<file path="config.mk">
export PLATFORM = sky130hd
export DESIGN_NAME = matrix_multiply_4x4_flat
export DESIGN_NICKNAME = d
export VERILOG_FILES = /design/src/design/mm4x4_pkg.sv /design/src/design/mm4x4_if.sv /design/src/design/mm4x4_ram.sv /design/src/design/matrix_multiply_4x4.sv /design/src/flat_wrapper.sv
export SDC_FILE = /design/constraint.sdc
export NUM_CORES = 2
export LEC_CHECK = 0
export BUFFER_PORTS_ARGS = -buffer_cell sky130_fd_sc_hd__buf_2
export CAP_MARGIN = 0
export CORE_UTILIZATION = 50
export CTS_CLUSTER_DIAMETER = 30
export CTS_CLUSTER_SIZE = 14
export DETAILED_ROUTE_END_ITERATION = 7
export PLACE_DENSITY = 0.68
export RECOVER_POWER = 50
export SYNTH_ARGS = -nofsm -noshare
export SYNTH_HDL_FRONTEND = slang
export SYNTH_HIERARCHICAL = 1
export SYNTH_SLANG_ARGS = --single-unit
</file>
<file path="constraint.sdc">
create_clock -name clk -period 7.5 [get_ports clk]
set_input_delay 0 -clock clk [delete_from_list [all_inputs] [get_ports clk]]
set_output_delay 0 -clock clk [all_outputs]
set_load 0.01 [all_outputs]
</file>
<file path="src/design/mm4x4_pkg.sv">
`timescale 1ns / 1ps
`default_nettype none
// ----------------------------------------------------------------------------
// mm4x4_pkg
// Shared types and constants for the 4x4 fixed-point matrix multiplier.
// ----------------------------------------------------------------------------
package mm4x4_pkg;

  localparam int DIM       = 4;
  localparam int CELLS     = DIM * DIM;
  localparam int IDX_W     = $clog2(DIM);
  localparam int CELL_W    = $clog2(CELLS);
  localparam int DATA_W    = 32;
  localparam int FRAC_BITS = 16;
  localparam int PROD_W    = 2 * DATA_W;
  localparam int TERM_W    = PROD_W - FRAC_BITS;
  // headroom for the sum of DIM truncated products
  localparam int ACC_W     = TERM_W + $clog2(DIM);

  typedef enum logic [1:0] {
    ST_IDLE,
    ST_RUN,
    ST_FLUSH
  } state_t;

  // one finished product element
  typedef struct packed {
    logic [IDX_W-1:0]         row;
    logic [IDX_W-1:0]         col;
    logic signed [DATA_W-1:0] value;
    logic                     last;
  } out_elem_t;

  // tags that travel with each multiply-accumulate step
  typedef struct packed {
    logic             vld;
    logic             first;
    logic             last_k;
    logic [IDX_W-1:0] row;
    logic [IDX_W-1:0] col;
  } mac_tag_t;

endpackage : mm4x4_pkg
`default_nettype wire

</file>
<file path="src/design/mm4x4_if.sv">
`timescale 1ns / 1ps
`default_nettype none
// ----------------------------------------------------------------------------
// mm4x4 channel interfaces
// Valid/ready channels for loaded elements and for product elements.
// ----------------------------------------------------------------------------
interface mm4x4_in_if import mm4x4_pkg::*; ();
  logic                     valid;
  logic                     ready;
  logic [CELL_W-1:0]        elem_index;
  logic signed [DATA_W-1:0] left_value;
  logic signed [DATA_W-1:0] right_value;
  logic                     load_done;

  modport source (output valid, elem_index, left_value, right_value, load_done,
                  input ready);
  modport sink   (input valid, elem_index, left_value, right_value, load_done,
                  output ready);
endinterface : mm4x4_in_if

interface mm4x4_out_if import mm4x4_pkg::*; ();
  logic                     valid;
  logic                     ready;
  logic [IDX_W-1:0]         out_row;
  logic [IDX_W-1:0]         out_col;
  logic signed [DATA_W-1:0] product_value;
  logic                     out_last;

  modport source (output valid, out_row, out_col, product_value, out_last,
                  input ready);
  modport sink   (input valid, out_row, out_col, product_value, out_last,
                  output ready);
endinterface : mm4x4_out_if
`default_nettype wire

</file>
<file path="src/design/mm4x4_ram.sv">
`timescale 1ns / 1ps
`default_nettype none
// ----------------------------------------------------------------------------
// mm4x4_ram
// Generic single-write, single-read RAM with registered read data.
// ----------------------------------------------------------------------------
module mm4x4_ram #(
  parameter int WIDTH = 32,
  parameter int DEPTH = 16
) (
  input  wire                       clk,
  input  wire                       we,
  input  wire [$clog2(DEPTH)-1:0]   waddr,
  input  wire [WIDTH-1:0]           wdata,
  input  wire [$clog2(DEPTH)-1:0]   raddr,
  output logic [WIDTH-1:0]          rdata
);

  logic [WIDTH-1:0] mem [DEPTH];

  always_ff @(posedge clk) begin
    if (we) begin
      mem[waddr] <= wdata;
    end
    rdata <= mem[raddr];
  end

endmodule : mm4x4_ram
`default_nettype wire

</file>
<file path="src/design/matrix_multiply_4x4.sv">
`timescale 1ns / 1ps
`default_nettype none
// ----------------------------------------------------------------------------
// matrix_multiply_4x4
// 4x4 signed Q16.16 matrix product with one shared multiply-accumulate unit.
// ----------------------------------------------------------------------------
// Each input transaction writes one left and one right element at the same
// row-major index, one transaction per cycle. A transaction with load_done
// set is stored and then starts the product: the 16 output elements are
// formed one after another on a single 32x32 multiplier, one term per cycle
// unless output back-pressure holds it. Results leave in row-major order
// through a two-entry output buffer; back-pressure on the output stalls the
// multiplier at an element boundary. The input is not ready while a product
// run is in progress. Products are truncated toward minus infinity by 16
// bits, summed wide and saturated to 32 bits. Entries must be written before
// the first run that reads them.
// ----------------------------------------------------------------------------
module matrix_multiply_4x4 import mm4x4_pkg::*; (
  input  wire            clk,
  input  wire            rst_n,
  mm4x4_in_if.sink       in_ch,
  mm4x4_out_if.source    out_ch
);

  state_t state_r, state_nxt;

  logic [IDX_W-1:0] i_r, j_r, k_r;
  logic [IDX_W-1:0] i_nxt, j_nxt, k_nxt;
  logic [1:0]       pend_r, pend_nxt;

  logic in_fire, out_fire, issue, start, last_issue;

  logic [CELL_W-1:0]        left_raddr, right_raddr;
  logic signed [DATA_W-1:0] left_rd, right_rd;

  mac_tag_t                 s1_tag_r, s2_tag_r, s1_tag_nxt;
  logic signed [PROD_W-1:0] prod_r;
  logic signed [TERM_W-1:0] term;
  logic signed [ACC_W-1:0]  acc_r, acc_sum;
  logic signed [DATA_W-1:0] sat_val;
  logic                     res_wr;

  out_elem_t fifo_q [2];
  out_elem_t res_elem, head;
  logic      wr_ptr_r, rd_ptr_r;
  logic [1:0] cnt_r;

  localparam logic [IDX_W-1:0] IDX_MAX = IDX_W'(DIM - 1);

  assign in_fire  = in_ch.valid && in_ch.ready;
  assign out_fire = out_ch.valid && out_ch.ready;

  // --------------------------------------------------------------------------
  // sequencer
  // --------------------------------------------------------------------------
  always_comb begin
    state_nxt = state_r;
    unique case (state_r)
      ST_IDLE: begin
        if (in_fire && in_ch.load_done) begin
          state_nxt = ST_RUN;
        end
      end
      ST_RUN: begin
        if (last_issue) begin
          state_nxt = ST_FLUSH;
        end
      end
      ST_FLUSH: begin
        if (pend_r == 2'd0) begin
          state_nxt = ST_IDLE;
        end
      end
      default: state_nxt = ST_IDLE;
    endcase
  end

  always_comb begin
    in_ch.ready = 1'b0;
    issue       = 1'b0;
    unique case (state_r)
      ST_IDLE:  in_ch.ready = 1'b1;
      // a new element starts only when an output slot is reserved for it
      ST_RUN:   issue = (k_r != '0) || (pend_r < 2'd2);
      ST_FLUSH: issue = 1'b0;
      default:  issue = 1'b0;
    endcase
  end

  assign start      = issue && (k_r == '0);
  assign last_issue = issue && (i_r == IDX_MAX) && (j_r == IDX_MAX) && (k_r == IDX_MAX);

  always_comb begin
    i_nxt = i_r;
    j_nxt = j_r;
    k_nxt = k_r;
    if (in_fire) begin
      i_nxt = '0;
      j_nxt = '0;
      k_nxt = '0;
    end else if (issue) begin
      k_nxt = k_r + 1'b1;
      if (k_r == IDX_MAX) begin
        k_nxt = '0;
        j_nxt = j_r + 1'b1;
        if (j_r == IDX_MAX) begin
          j_nxt = '0;
          i_nxt = i_r + 1'b1;
        end
      end
    end
  end

  // elements started and not yet delivered
  assign pend_nxt = pend_r + {1'b0, start} - {1'b0, out_fire};

  always_ff @(posedge clk) begin
    if (!rst_n) begin
      state_r <= ST_IDLE;
      pend_r  <= 2'd0;
    end else begin
      state_r <= state_nxt;
      pend_r  <= pend_nxt;
    end
    i_r <= i_nxt;
    j_r <= j_nxt;
    k_r <= k_nxt;
  end

  // --------------------------------------------------------------------------
  // element stores
  // --------------------------------------------------------------------------
  assign left_raddr  = {i_r, k_r};
  assign right_raddr = {k_r, j_r};

  mm4x4_ram #(.WIDTH(DATA_W), .DEPTH(CELLS)) u_left_store (
    .clk   (clk),
    .we    (in_fire),
    .waddr (in_ch.elem_index),
    .wdata (in_ch.left_value),
    .raddr (left_raddr),
    .rdata (left_rd)
  );

  mm4x4_ram #(.WIDTH(DATA_W), .DEPTH(CELLS)) u_right_store (
    .clk   (clk),
    .we    (in_fire),
    .waddr (in_ch.elem_index),
    .wdata (in_ch.right_value),
    .raddr (right_raddr),
    .rdata (right_rd)
  );

  // --------------------------------------------------------------------------
  // shared multiply-accumulate pipeline
  // --------------------------------------------------------------------------
  always_comb begin
    s1_tag_nxt.vld    = issue;
    s1_tag_nxt.first  = (k_r == '0);
    s1_tag_nxt.last_k = (k_r == IDX_MAX);
    s1_tag_nxt.row    = i_r;
    s1_tag_nxt.col    = j_r;
  end

  always_ff @(posedge clk) begin
    if (!rst_n) begin
      s1_tag_r <= '0;
      s2_tag_r <= '0;
    end else begin
      s1_tag_r <= s1_tag_nxt;
      s2_tag_r <= s1_tag_r;
    end
    prod_r <= PROD_W'(left_rd) * PROD_W'(right_rd);
    if (s2_tag_r.vld) begin
      acc_r <= acc_sum;
    end
  end

  // arithmetic shift keeps the floor of the scaled product
  assign term    = prod_r[PROD_W-1:FRAC_BITS];
  assign acc_sum = (s2_tag_r.first ? ACC_W'(0) : acc_r) + ACC_W'(term);

  always_comb begin
    if (acc_sum > ACC_W'($signed({1'b0, {(DATA_W-1){1'b1}}}))) begin
      sat_val = {1'b0, {(DATA_W-1){1'b1}}};
    end else if (acc_sum < ACC_W'($signed({1'b1, {(DATA_W-1){1'b0}}}))) begin
      sat_val = {1'b1, {(DATA_W-1){1'b0}}};
    end else begin
      sat_val = acc_sum[DATA_W-1:0];
    end
  end

  assign res_wr         = s2_tag_r.vld && s2_tag_r.last_k;
  assign res_elem.row   = s2_tag_r.row;
  assign res_elem.col   = s2_tag_r.col;
  assign res_elem.value = sat_val;
  assign res_elem.last  = (s2_tag_r.row == IDX_MAX) && (s2_tag_r.col == IDX_MAX);

  // --------------------------------------------------------------------------
  // two-entry output buffer
  // --------------------------------------------------------------------------
  always_ff @(posedge clk) begin
    if (!rst_n) begin
      wr_ptr_r <= 1'b0;
      rd_ptr_r <= 1'b0;
      cnt_r    <= 2'd0;
    end else begin
      if (res_wr) begin
        wr_ptr_r <= ~wr_ptr_r;
      end
      if (out_fire) begin
        rd_ptr_r <= ~rd_ptr_r;
      end
      cnt_r <= cnt_r + {1'b0, res_wr} - {1'b0, out_fire};
    end
    if (res_wr) begin
      fifo_q[wr_ptr_r] <= res_elem;
    end
  end

  assign head                 = fifo_q[rd_ptr_r];
  assign out_ch.valid         = (cnt_r != 2'd0);
  assign out_ch.out_row       = head.row;
  assign out_ch.out_col       = head.col;
  assign out_ch.product_value = head.value;
  assign out_ch.out_last      = head.last;

`ifndef NO_ASSERTIONS
  // the reservation must keep the output buffer from overflowing
  a_no_overflow: assert property (@(posedge clk) disable iff (!rst_n)
    res_wr |-> (cnt_r != 2'd2) || out_fire)
    else $error("output buffer written while full");

  // loads are taken only with the multiplier drained and nothing pending
  a_idle_clean: assert property (@(posedge clk) disable iff (!rst_n)
    in_ch.ready |-> (pend_r == 2'd0) && !s1_tag_r.vld && !s2_tag_r.vld)
    else $error("input ready while a run is in flight");

  // the flagged element is the last one owed by the run
  a_last_ends_run: assert property (@(posedge clk) disable iff (!rst_n)
    (out_fire && out_ch.out_last) |-> (state_r == ST_FLUSH) && (pend_r == 2'd1))
    else $error("final element delivered out of order");

  // a buffered result always corresponds to a started element
  a_pend_covers: assert property (@(posedge clk) disable iff (!rst_n)
    out_ch.valid |-> (pend_r >= cnt_r))
    else $error("result without a started element");
`endif

endmodule : matrix_multiply_4x4
`default_nettype wire
</file>
<file path="src/flat_wrapper.sv">
// flat-port wrapper written by rule: the top's interface ports become plain ports
module matrix_multiply_4x4_flat import mm4x4_pkg::*;
  (clk, rst_n, in_ch_valid, in_ch_elem_index, in_ch_left_value, in_ch_right_value, in_ch_load_done, in_ch_ready, out_ch_valid, out_ch_out_row, out_ch_out_col, out_ch_product_value, out_ch_out_last, out_ch_ready);
  mm4x4_in_if in_ch_i ();
  mm4x4_out_if out_ch_i ();
  input  wire clk;
  input  wire rst_n;
  input wire logic [$bits(in_ch_i.valid)-1:0] in_ch_valid;
  input wire logic [$bits(in_ch_i.elem_index)-1:0] in_ch_elem_index;
  input wire logic [$bits(in_ch_i.left_value)-1:0] in_ch_left_value;
  input wire logic [$bits(in_ch_i.right_value)-1:0] in_ch_right_value;
  input wire logic [$bits(in_ch_i.load_done)-1:0] in_ch_load_done;
  output wire logic [$bits(in_ch_i.ready)-1:0] in_ch_ready;
  output wire logic [$bits(out_ch_i.valid)-1:0] out_ch_valid;
  output wire logic [$bits(out_ch_i.out_row)-1:0] out_ch_out_row;
  output wire logic [$bits(out_ch_i.out_col)-1:0] out_ch_out_col;
  output wire logic [$bits(out_ch_i.product_value)-1:0] out_ch_product_value;
  output wire logic [$bits(out_ch_i.out_last)-1:0] out_ch_out_last;
  input wire logic [$bits(out_ch_i.ready)-1:0] out_ch_ready;
  assign in_ch_i.valid = in_ch_valid;
  assign in_ch_i.elem_index = in_ch_elem_index;
  assign in_ch_i.left_value = in_ch_left_value;
  assign in_ch_i.right_value = in_ch_right_value;
  assign in_ch_i.load_done = in_ch_load_done;
  assign in_ch_ready = in_ch_i.ready;
  assign out_ch_valid = out_ch_i.valid;
  assign out_ch_out_row = out_ch_i.out_row;
  assign out_ch_out_col = out_ch_i.out_col;
  assign out_ch_product_value = out_ch_i.product_value;
  assign out_ch_out_last = out_ch_i.out_last;
  assign out_ch_i.ready = out_ch_ready;
  matrix_multiply_4x4 u_core (.clk(clk), .rst_n(rst_n), .in_ch(in_ch_i), .out_ch(out_ch_i));
endmodule
</file>
== Word level (Yosys, flattened, before mapping) ==
Memories as Yosys holds them, arrays and structs flattened. A register that Yosys moved wholly into a read port is not among the register bits.
Index checks and enable logic that the tools add are counted.

* Register bits after elaboration: 142
* Latch bits: 0
* Memory bits (writable): 1098
* Bits in read-only memories: 0
* Output and inout bits: 39
* Logic and storage cells: 82
* Memories: 3

* Add/subtract/negate cells: 8
* Multiply operators: 1
* Div/mod/pow operators: 0
* Order comparisons: 3
* Equal/unequal tests: 10
* Shift operators: 0
* Mux-type cells: 17
* Bitwise operators: 2
* Reduce and logical (&&, ||, !) cells: 18

{| class="wikitable"
|+ Memories
! memory !! words !! width !! read ports !! clocked after memory_dff !! wr ports !! RTL line !! source
|-
| u_core.u_left_store.mem || 16 || 32 || 1 || 1 || 1 || mm4x4_ram.sv:19 || <nowiki>logic [WIDTH-1:0] mem [DEPTH];</nowiki>
|-
| u_core.u_right_store.mem || 16 || 32 || 1 || 1 || 1 || mm4x4_ram.sv:19 ||
|-
| u_core.fifo_q || 2 || 37 || 1 || 1 || 1 || matrix_multiply_4x4.sv:43 || <nowiki>out_elem_t fifo_q [2];</nowiki>
|}

{| class="wikitable"
|+ Operators by type and width
! operator !! number
|-
| 32-bit by 32-bit multiplier with 64-bit output || 1
|-
| 32-bit two-way mux || 2
|-
| 50-bit by 48-bit adder with 50-bit output || 1
|-
| 50-bit by 32-bit > comparator with 1-bit output, second input constant || 1
|-
| 50-bit by 32-bit < comparator with 1-bit output, second input constant || 1
|-
| 50-bit two-way mux || 1
|-
| 2-bit equality test, second input constant || 6
|-
| 2-bit two-way mux || 5
|-
| 1-bit logical AND || 9
|-
| 1-bit two-way mux || 8
|-
| 2-bit by 1-bit adder with 2-bit output, second input constant || 3
|-
| 2-bit logical NOT || 3
|-
| 2-bit by 1-bit != test with 1-bit output, second input constant || 3
|-
| 2-bit case mux with 3 select lines || 1
|-
| 3-bit AND reduction || 2
|-
| 2-bit by 1-bit adder with 2-bit output || 2
|-
| 2-bit nonzero test || 2
|-
| 2-bit by 1-bit subtractor with 2-bit output || 2
|-
| 2-bit by 1-bit equality test with 1-bit output, second input constant || 1
|-
| 2-bit < comparator, second input constant || 1
|-
| 1-bit NOT || 2
|-
| 2-bit AND reduction || 1
|-
| 1-bit logical OR || 1
|}

== Logic depth before layout (Yosys ltp) ==
* Depth in word-level cells: 8
* Mapped depth: 28
* Mapped depth without buffers: 27

== By module ==
Netlist, hierarchy kept.

{| class="wikitable"
|+ Modules (own cells, without submodules)
! module !! instances !! cells an instance !! area an instance (µm²) !! sequential area each (µm²)
|-
| matrix_multiply_4x4 || 1 || 4750 || 46054.2 || 5265.0
|-
| mm4x4_ram || 2 || 838 || 19854.0 || 16015.4
|}

== Least setup slack after synthesis ==
No wires, ideal clock.

* Path type: register to register
* Start point: reg u_core.u_left_store.rdata[31] (read register of u_core.u_left_store.mem)
* End point: reg u_core.prod_r[62]
* Arrival time: 7613 ps
* Required time: 7345 ps
* Path slack: -267 ps
* Stages on the path, launching flop included: 23
* Buffers on the path: 1
* Period minus slack after synthesis: 7767 ps
* Cell sequence: dfxtp_1 > clkbuf_1 > nand2_1 > inv_1 > fa_1 > fa_1 > fa_1 > fa_1 > inv_1 > fa_1 > inv_1 > fa_1 > fa_1 > fa_1 > ha_1 > a21o_1 > a21oi_1 > o2111ai_1 > o21ai_0 > o21ai_1 > a31o_2 > a2111oi_0 > a2111oi_0

* Word-level cells in the longest chain between the ends: 1

{| class="wikitable"
|+ RTL lines
! what !! RTL line !! source
|-
| start: declaration || mm4x4_ram.sv:16 || <nowiki>output logic [WIDTH-1:0] rdata</nowiki>
|-
| 32-bit by 32-bit multiplier with 64-bit output || matrix_multiply_4x4.sv:173 || <nowiki>prod_r <= PROD_W'(left_rd) * PROD_W'(right_rd);</nowiki>
|-
| end signal: assignment || matrix_multiply_4x4.sv:173 ||
|-
| end: declaration || matrix_multiply_4x4.sv:37 || <nowiki>logic signed [PROD_W-1:0] prod_r;</nowiki>
|}

Every way passes these cells.
A chain may end at the register's enable or synchronous reset.

== Final worst setup path ==
* Start point: reg u_core.u_left_store.rdata[11] (read register of u_core.u_left_store.mem)
* End point: reg u_core.prod_r[55]

Same word-level chain as after synthesis.

==> impl_metrics.env <==
export IMPL_r2r_setup_slack_ns=-0.007
export IMPL_wl_per_cell_um=22.7
export IMPL_grt_overflow=0
export IMPL_post_dp_hpwl_mm=138
export IMPL_crit_required_ns=8.18
export IMPL_drive_gt1_share_pct=16.4
export IMPL_clockRootBuffer="clkbuf_16"
export IMPL_whs_ns=0.121
export IMPL_final_max_slew_violation_count=231
export IMPL_tritoncts="yes"
export IMPL_ys_ff_latch=1289
export IMPL_start_util_pct=50.5
export IMPL_grt_max_degree=76
export IMPL_track_usage_pct=24.8
export IMPL_fin_cells=9246
export IMPL_holdPathStages=3
export IMPL_violations="max-capacitance violations, max-slew violations, negative setup slack"
export IMPL_cp_arrival_ns=8.19
export IMPL_finalWorstSetupSlack_ns=-0.00672
export IMPL_max_freq_ghz=0.133
export IMPL_hp_class="input pin to flop"
export IMPL_ys_seq_area_share_pct=43.5
export IMPL_yosys_area_top_type_share_pct=40.2
export IMPL_synth_compound_area_share_pct=4.21
export IMPL_synth_edff_count=1148
export IMPL_end_kind="flop"
export IMPL_grt_pass1_wl_mm=329
export IMPL_synth_common_cells="edfxtp_1, fa_1, inv_1, nand2_1, and2_1"
export IMPL_port_buffer_count=111
export IMPL_die_w_um=416
export IMPL_path_clk_slew_ns=0.05
export IMPL_numCtsBuffers=236
export IMPL_nets=8203
export IMPL_hp_start="rst_n"
export IMPL_grt_pass1_vias=56300
export IMPL_r2r_start="u_core/u_left_store/rdata[11]"
export IMPL_area_growth_synth_to_final_pct=17.1
export IMPL_viasPerCell=5.64
export IMPL_cp_max_fo=9
export IMPL_critical_path_slowest_cell="fa_1"
export IMPL_synth_xor_area_share_pct=1.05
export IMPL_num_vias=52100
export IMPL_syn_area_per_cell_um2=13.3
export IMPL_fill_cells=12800
export IMPL_cts_sinks=1289
export IMPL_wl_mm=210
export IMPL_synthMuxAreaShare_pct=7.26
export IMPL_critPathMostFrequentCell="fa_1"
export IMPL_cts_max_level=4
export IMPL_drt_pass1_iter_count=5
export IMPL_worst_slew_pin_slew_ns=3.39
export IMPL_whs_endpoint="u_core/state_r[1]"
export IMPL_synthArstFlopShare_pct=0
export IMPL_synth_warnings=6
export IMPL_antenna_found_initial=18
export IMPL_synth_most_common_cell="edfxtp_1"
export IMPL_io_pins=112
export IMPL_reg2reg_depth=25
export IMPL_maxCapViolCount=8
export IMPL_critPathKind="flop to flop"
export IMPL_status="complete, but fails checks"
export IMPL_critPathTopFamily="adder cells"
export IMPL_clkLatencyLatePin_ns=0.89
export IMPL_synth_area_leaders="edfxtp_1, fa_1, mux4_2"
export IMPL_fp_row_count=151
export IMPL_synth_largest_area_cell="edfxtp_1"
export IMPL_drcViolationCount=0
export IMPL_slowest_delay_ns=0.60
export IMPL_synthAdderAreaFrac_pct=28.7
export IMPL_drtIter0Drc=4172
export IMPL_dpl_cell_count=8660
export IMPL_worst_path_buf_inv=6
export IMPL_hold_viol_final=0
export IMPL_cts_buffer_depth=3
export IMPL_ant_nets=0
export IMPL_setup_viol=1
export IMPL_finalCritPeriodShare_pct=100
export IMPL_max_slew_margin_rel_pct=-126
export IMPL_netlist_area_um2=85800
export IMPL_synth_simple_area_share_pct=9.27
export IMPL_syn_nets=7818
export IMPL_rr_endpoint="u_core/prod_r[55]"
export IMPL_synth_top_family_by_area="adder cells"
export IMPL_dieArea_um2=173000
export IMPL_synthCells=6426
export IMPL_fin_crit_ns=7.51
export IMPL_critPathLaunchType="flop"
export IMPL_fp_dieH_um=416
export IMPL_ys_types=77
export IMPL_synth_ff_type="edfxtp_1"
export IMPL_clock_skew_ns=0.0994
export IMPL_core_um2=170000
export IMPL_gp_congestion=0.902
export IMPL_rsz0062_at_grt="true"
[area by class of cell]
cell class	instances	area (µm²)	area share, %
Antenna cell	6	15.0	0.0150
Clock buffer	275	6240	6.21
Clock inverter	174	2080	2.07
Inverter	998	3750	3.73
Multi-Input combinational cell	3803	43800	43.6
Sequential cell	1289	37300	37.2
Tap cell	2218	2780	2.76
Timing Repair Buffer	483	4440	4.42
[how the worst max path moves through the flow]
stage	startpoint	end	slack [ns]	cells after the start
after floorplan	u_core/u_left_store/rdata[31]	u_core/prod_r[62]	0.002	24
after global placement	u_core/u_right_store/rdata[2]	u_core/prod_r[58]	-0.17	27
after detailed placement	u_core/u_right_store/rdata[2]	u_core/prod_r[62]	-0.40	26
after CTS	u_core/u_left_store/rdata[12]	u_core/prod_r[62]	-0.06	26
after global routing	u_core/u_left_store/rdata[31]	u_core/prod_r[62]	-0.16	28
final	u_core/u_left_store/rdata[11]	u_core/prod_r[55]	-0.007	25
[metrics by stage]
step	setup WS (ns)	TNS (ns)	instance area (µm²)	util (%)
after floorplan	0.00218	0	85800	-
after global placement	-0.170	-1.25	90500	53.3
after detailed placement	-0.396	-2.80	90500	53.3
after CTS	-0.0630	-0.0630	100000	58.9
after global routing	-0.163	-1.29	100000	59.1
final	-0.00672	-0.00672	100000	59.1
[flip-flops by register name, summed over array words and instances (netlist names), 3 cells and up, named ones only]
register                    count
u_core/acc_r                   50
u_core/fifo_q                  74
u_core/prod_r                  48
u_core/res_elem                 4
u_core/s1_tag_r                 7
u_core/s2_tag_r                 3
u_core/u_left_store/mem       512
u_core/u_left_store/rdata      32
u_core/u_right_store/mem      512
u_core/u_right_store/rdata     32
[per-layer routing]
layer  routed length (µm)  vias up  GRT usage [%]
li1                     -    22300              -
met1                86900    27200           34.0
met2               101000     2207           40.4
met3                16900      356           4.57
met4                 5190       20           7.68
met5                  120        -              0
[kinds of logic after synthesis]
kind of cell / Yosys count
and+or+nand+nor: 1575
buffers and inverters: 1334
adders and majority gates: 1319
DFF: 1289
AOI/OAI and AO/OA: 511
muxes: 297
xor gates and xnor gates: 101
[worst reg2reg max path, cell delays in order, from the launching register on]
cell,delay [ns]
dfxtp_4,0.43
buf_12,0.17
buf_6,0.16
nand2_1,0.08
fa_1,0.51
inv_1,0.06
fa_1,0.52
fa_1,0.46
fa_1,0.54
fa_1,0.56
fa_1,0.58
fa_1,0.47
fa_1,0.60
ha_4,0.22
a21o_1,0.15
a21o_1,0.17
a21o_1,0.19
a31oi_1,0.18
o21ai_2,0.11
o21ai_1,0.15
buf_4,0.16
o21ai_4,0.06
buf_6,0.15
a221o_1,0.35
buf_4,0.15
xor2_1,0.12
[what timing repair did]
action / in CTS / in global routing
endpoints found under the hold margin: 1221 / 0
gates cloned: 4 / 3
setup buffers: 15 / 14
setup endpoints to repair: 16 / 25
pin swaps: 11 / 49
hold buffers: 97 / 0
resized for setup: 21 / 76
[placed cells by master (no fill, tap or decap), types with 40 or more instances in the layout]
master         synthesis  routed
clkbuf_1             278      85
dlygate4sd3_1          0      97
a21o_1                67      67
and2_1               546     536
o21ai_0               61      54
a21oi_1              100      92
xnor2_1               69      67
buf_12                 0      61
buf_4                 22     195
nand2_1              643     640
buf_2                 10      56
nor2b_1               66      62
nand4_1               40      40
inv_1                997     989
fa_1                1082    1070
clkbuf_16              0     243
edfxtp_1            1148    1148
mux4_2               256     256
dfxtp_1              141     127
a22oi_1              129     129
ha_1                 237     233
nor2_1               111      94
Power is not shown: default switching activity piles up to over one toggle a cycle in this logic, so the estimate is an artifact.
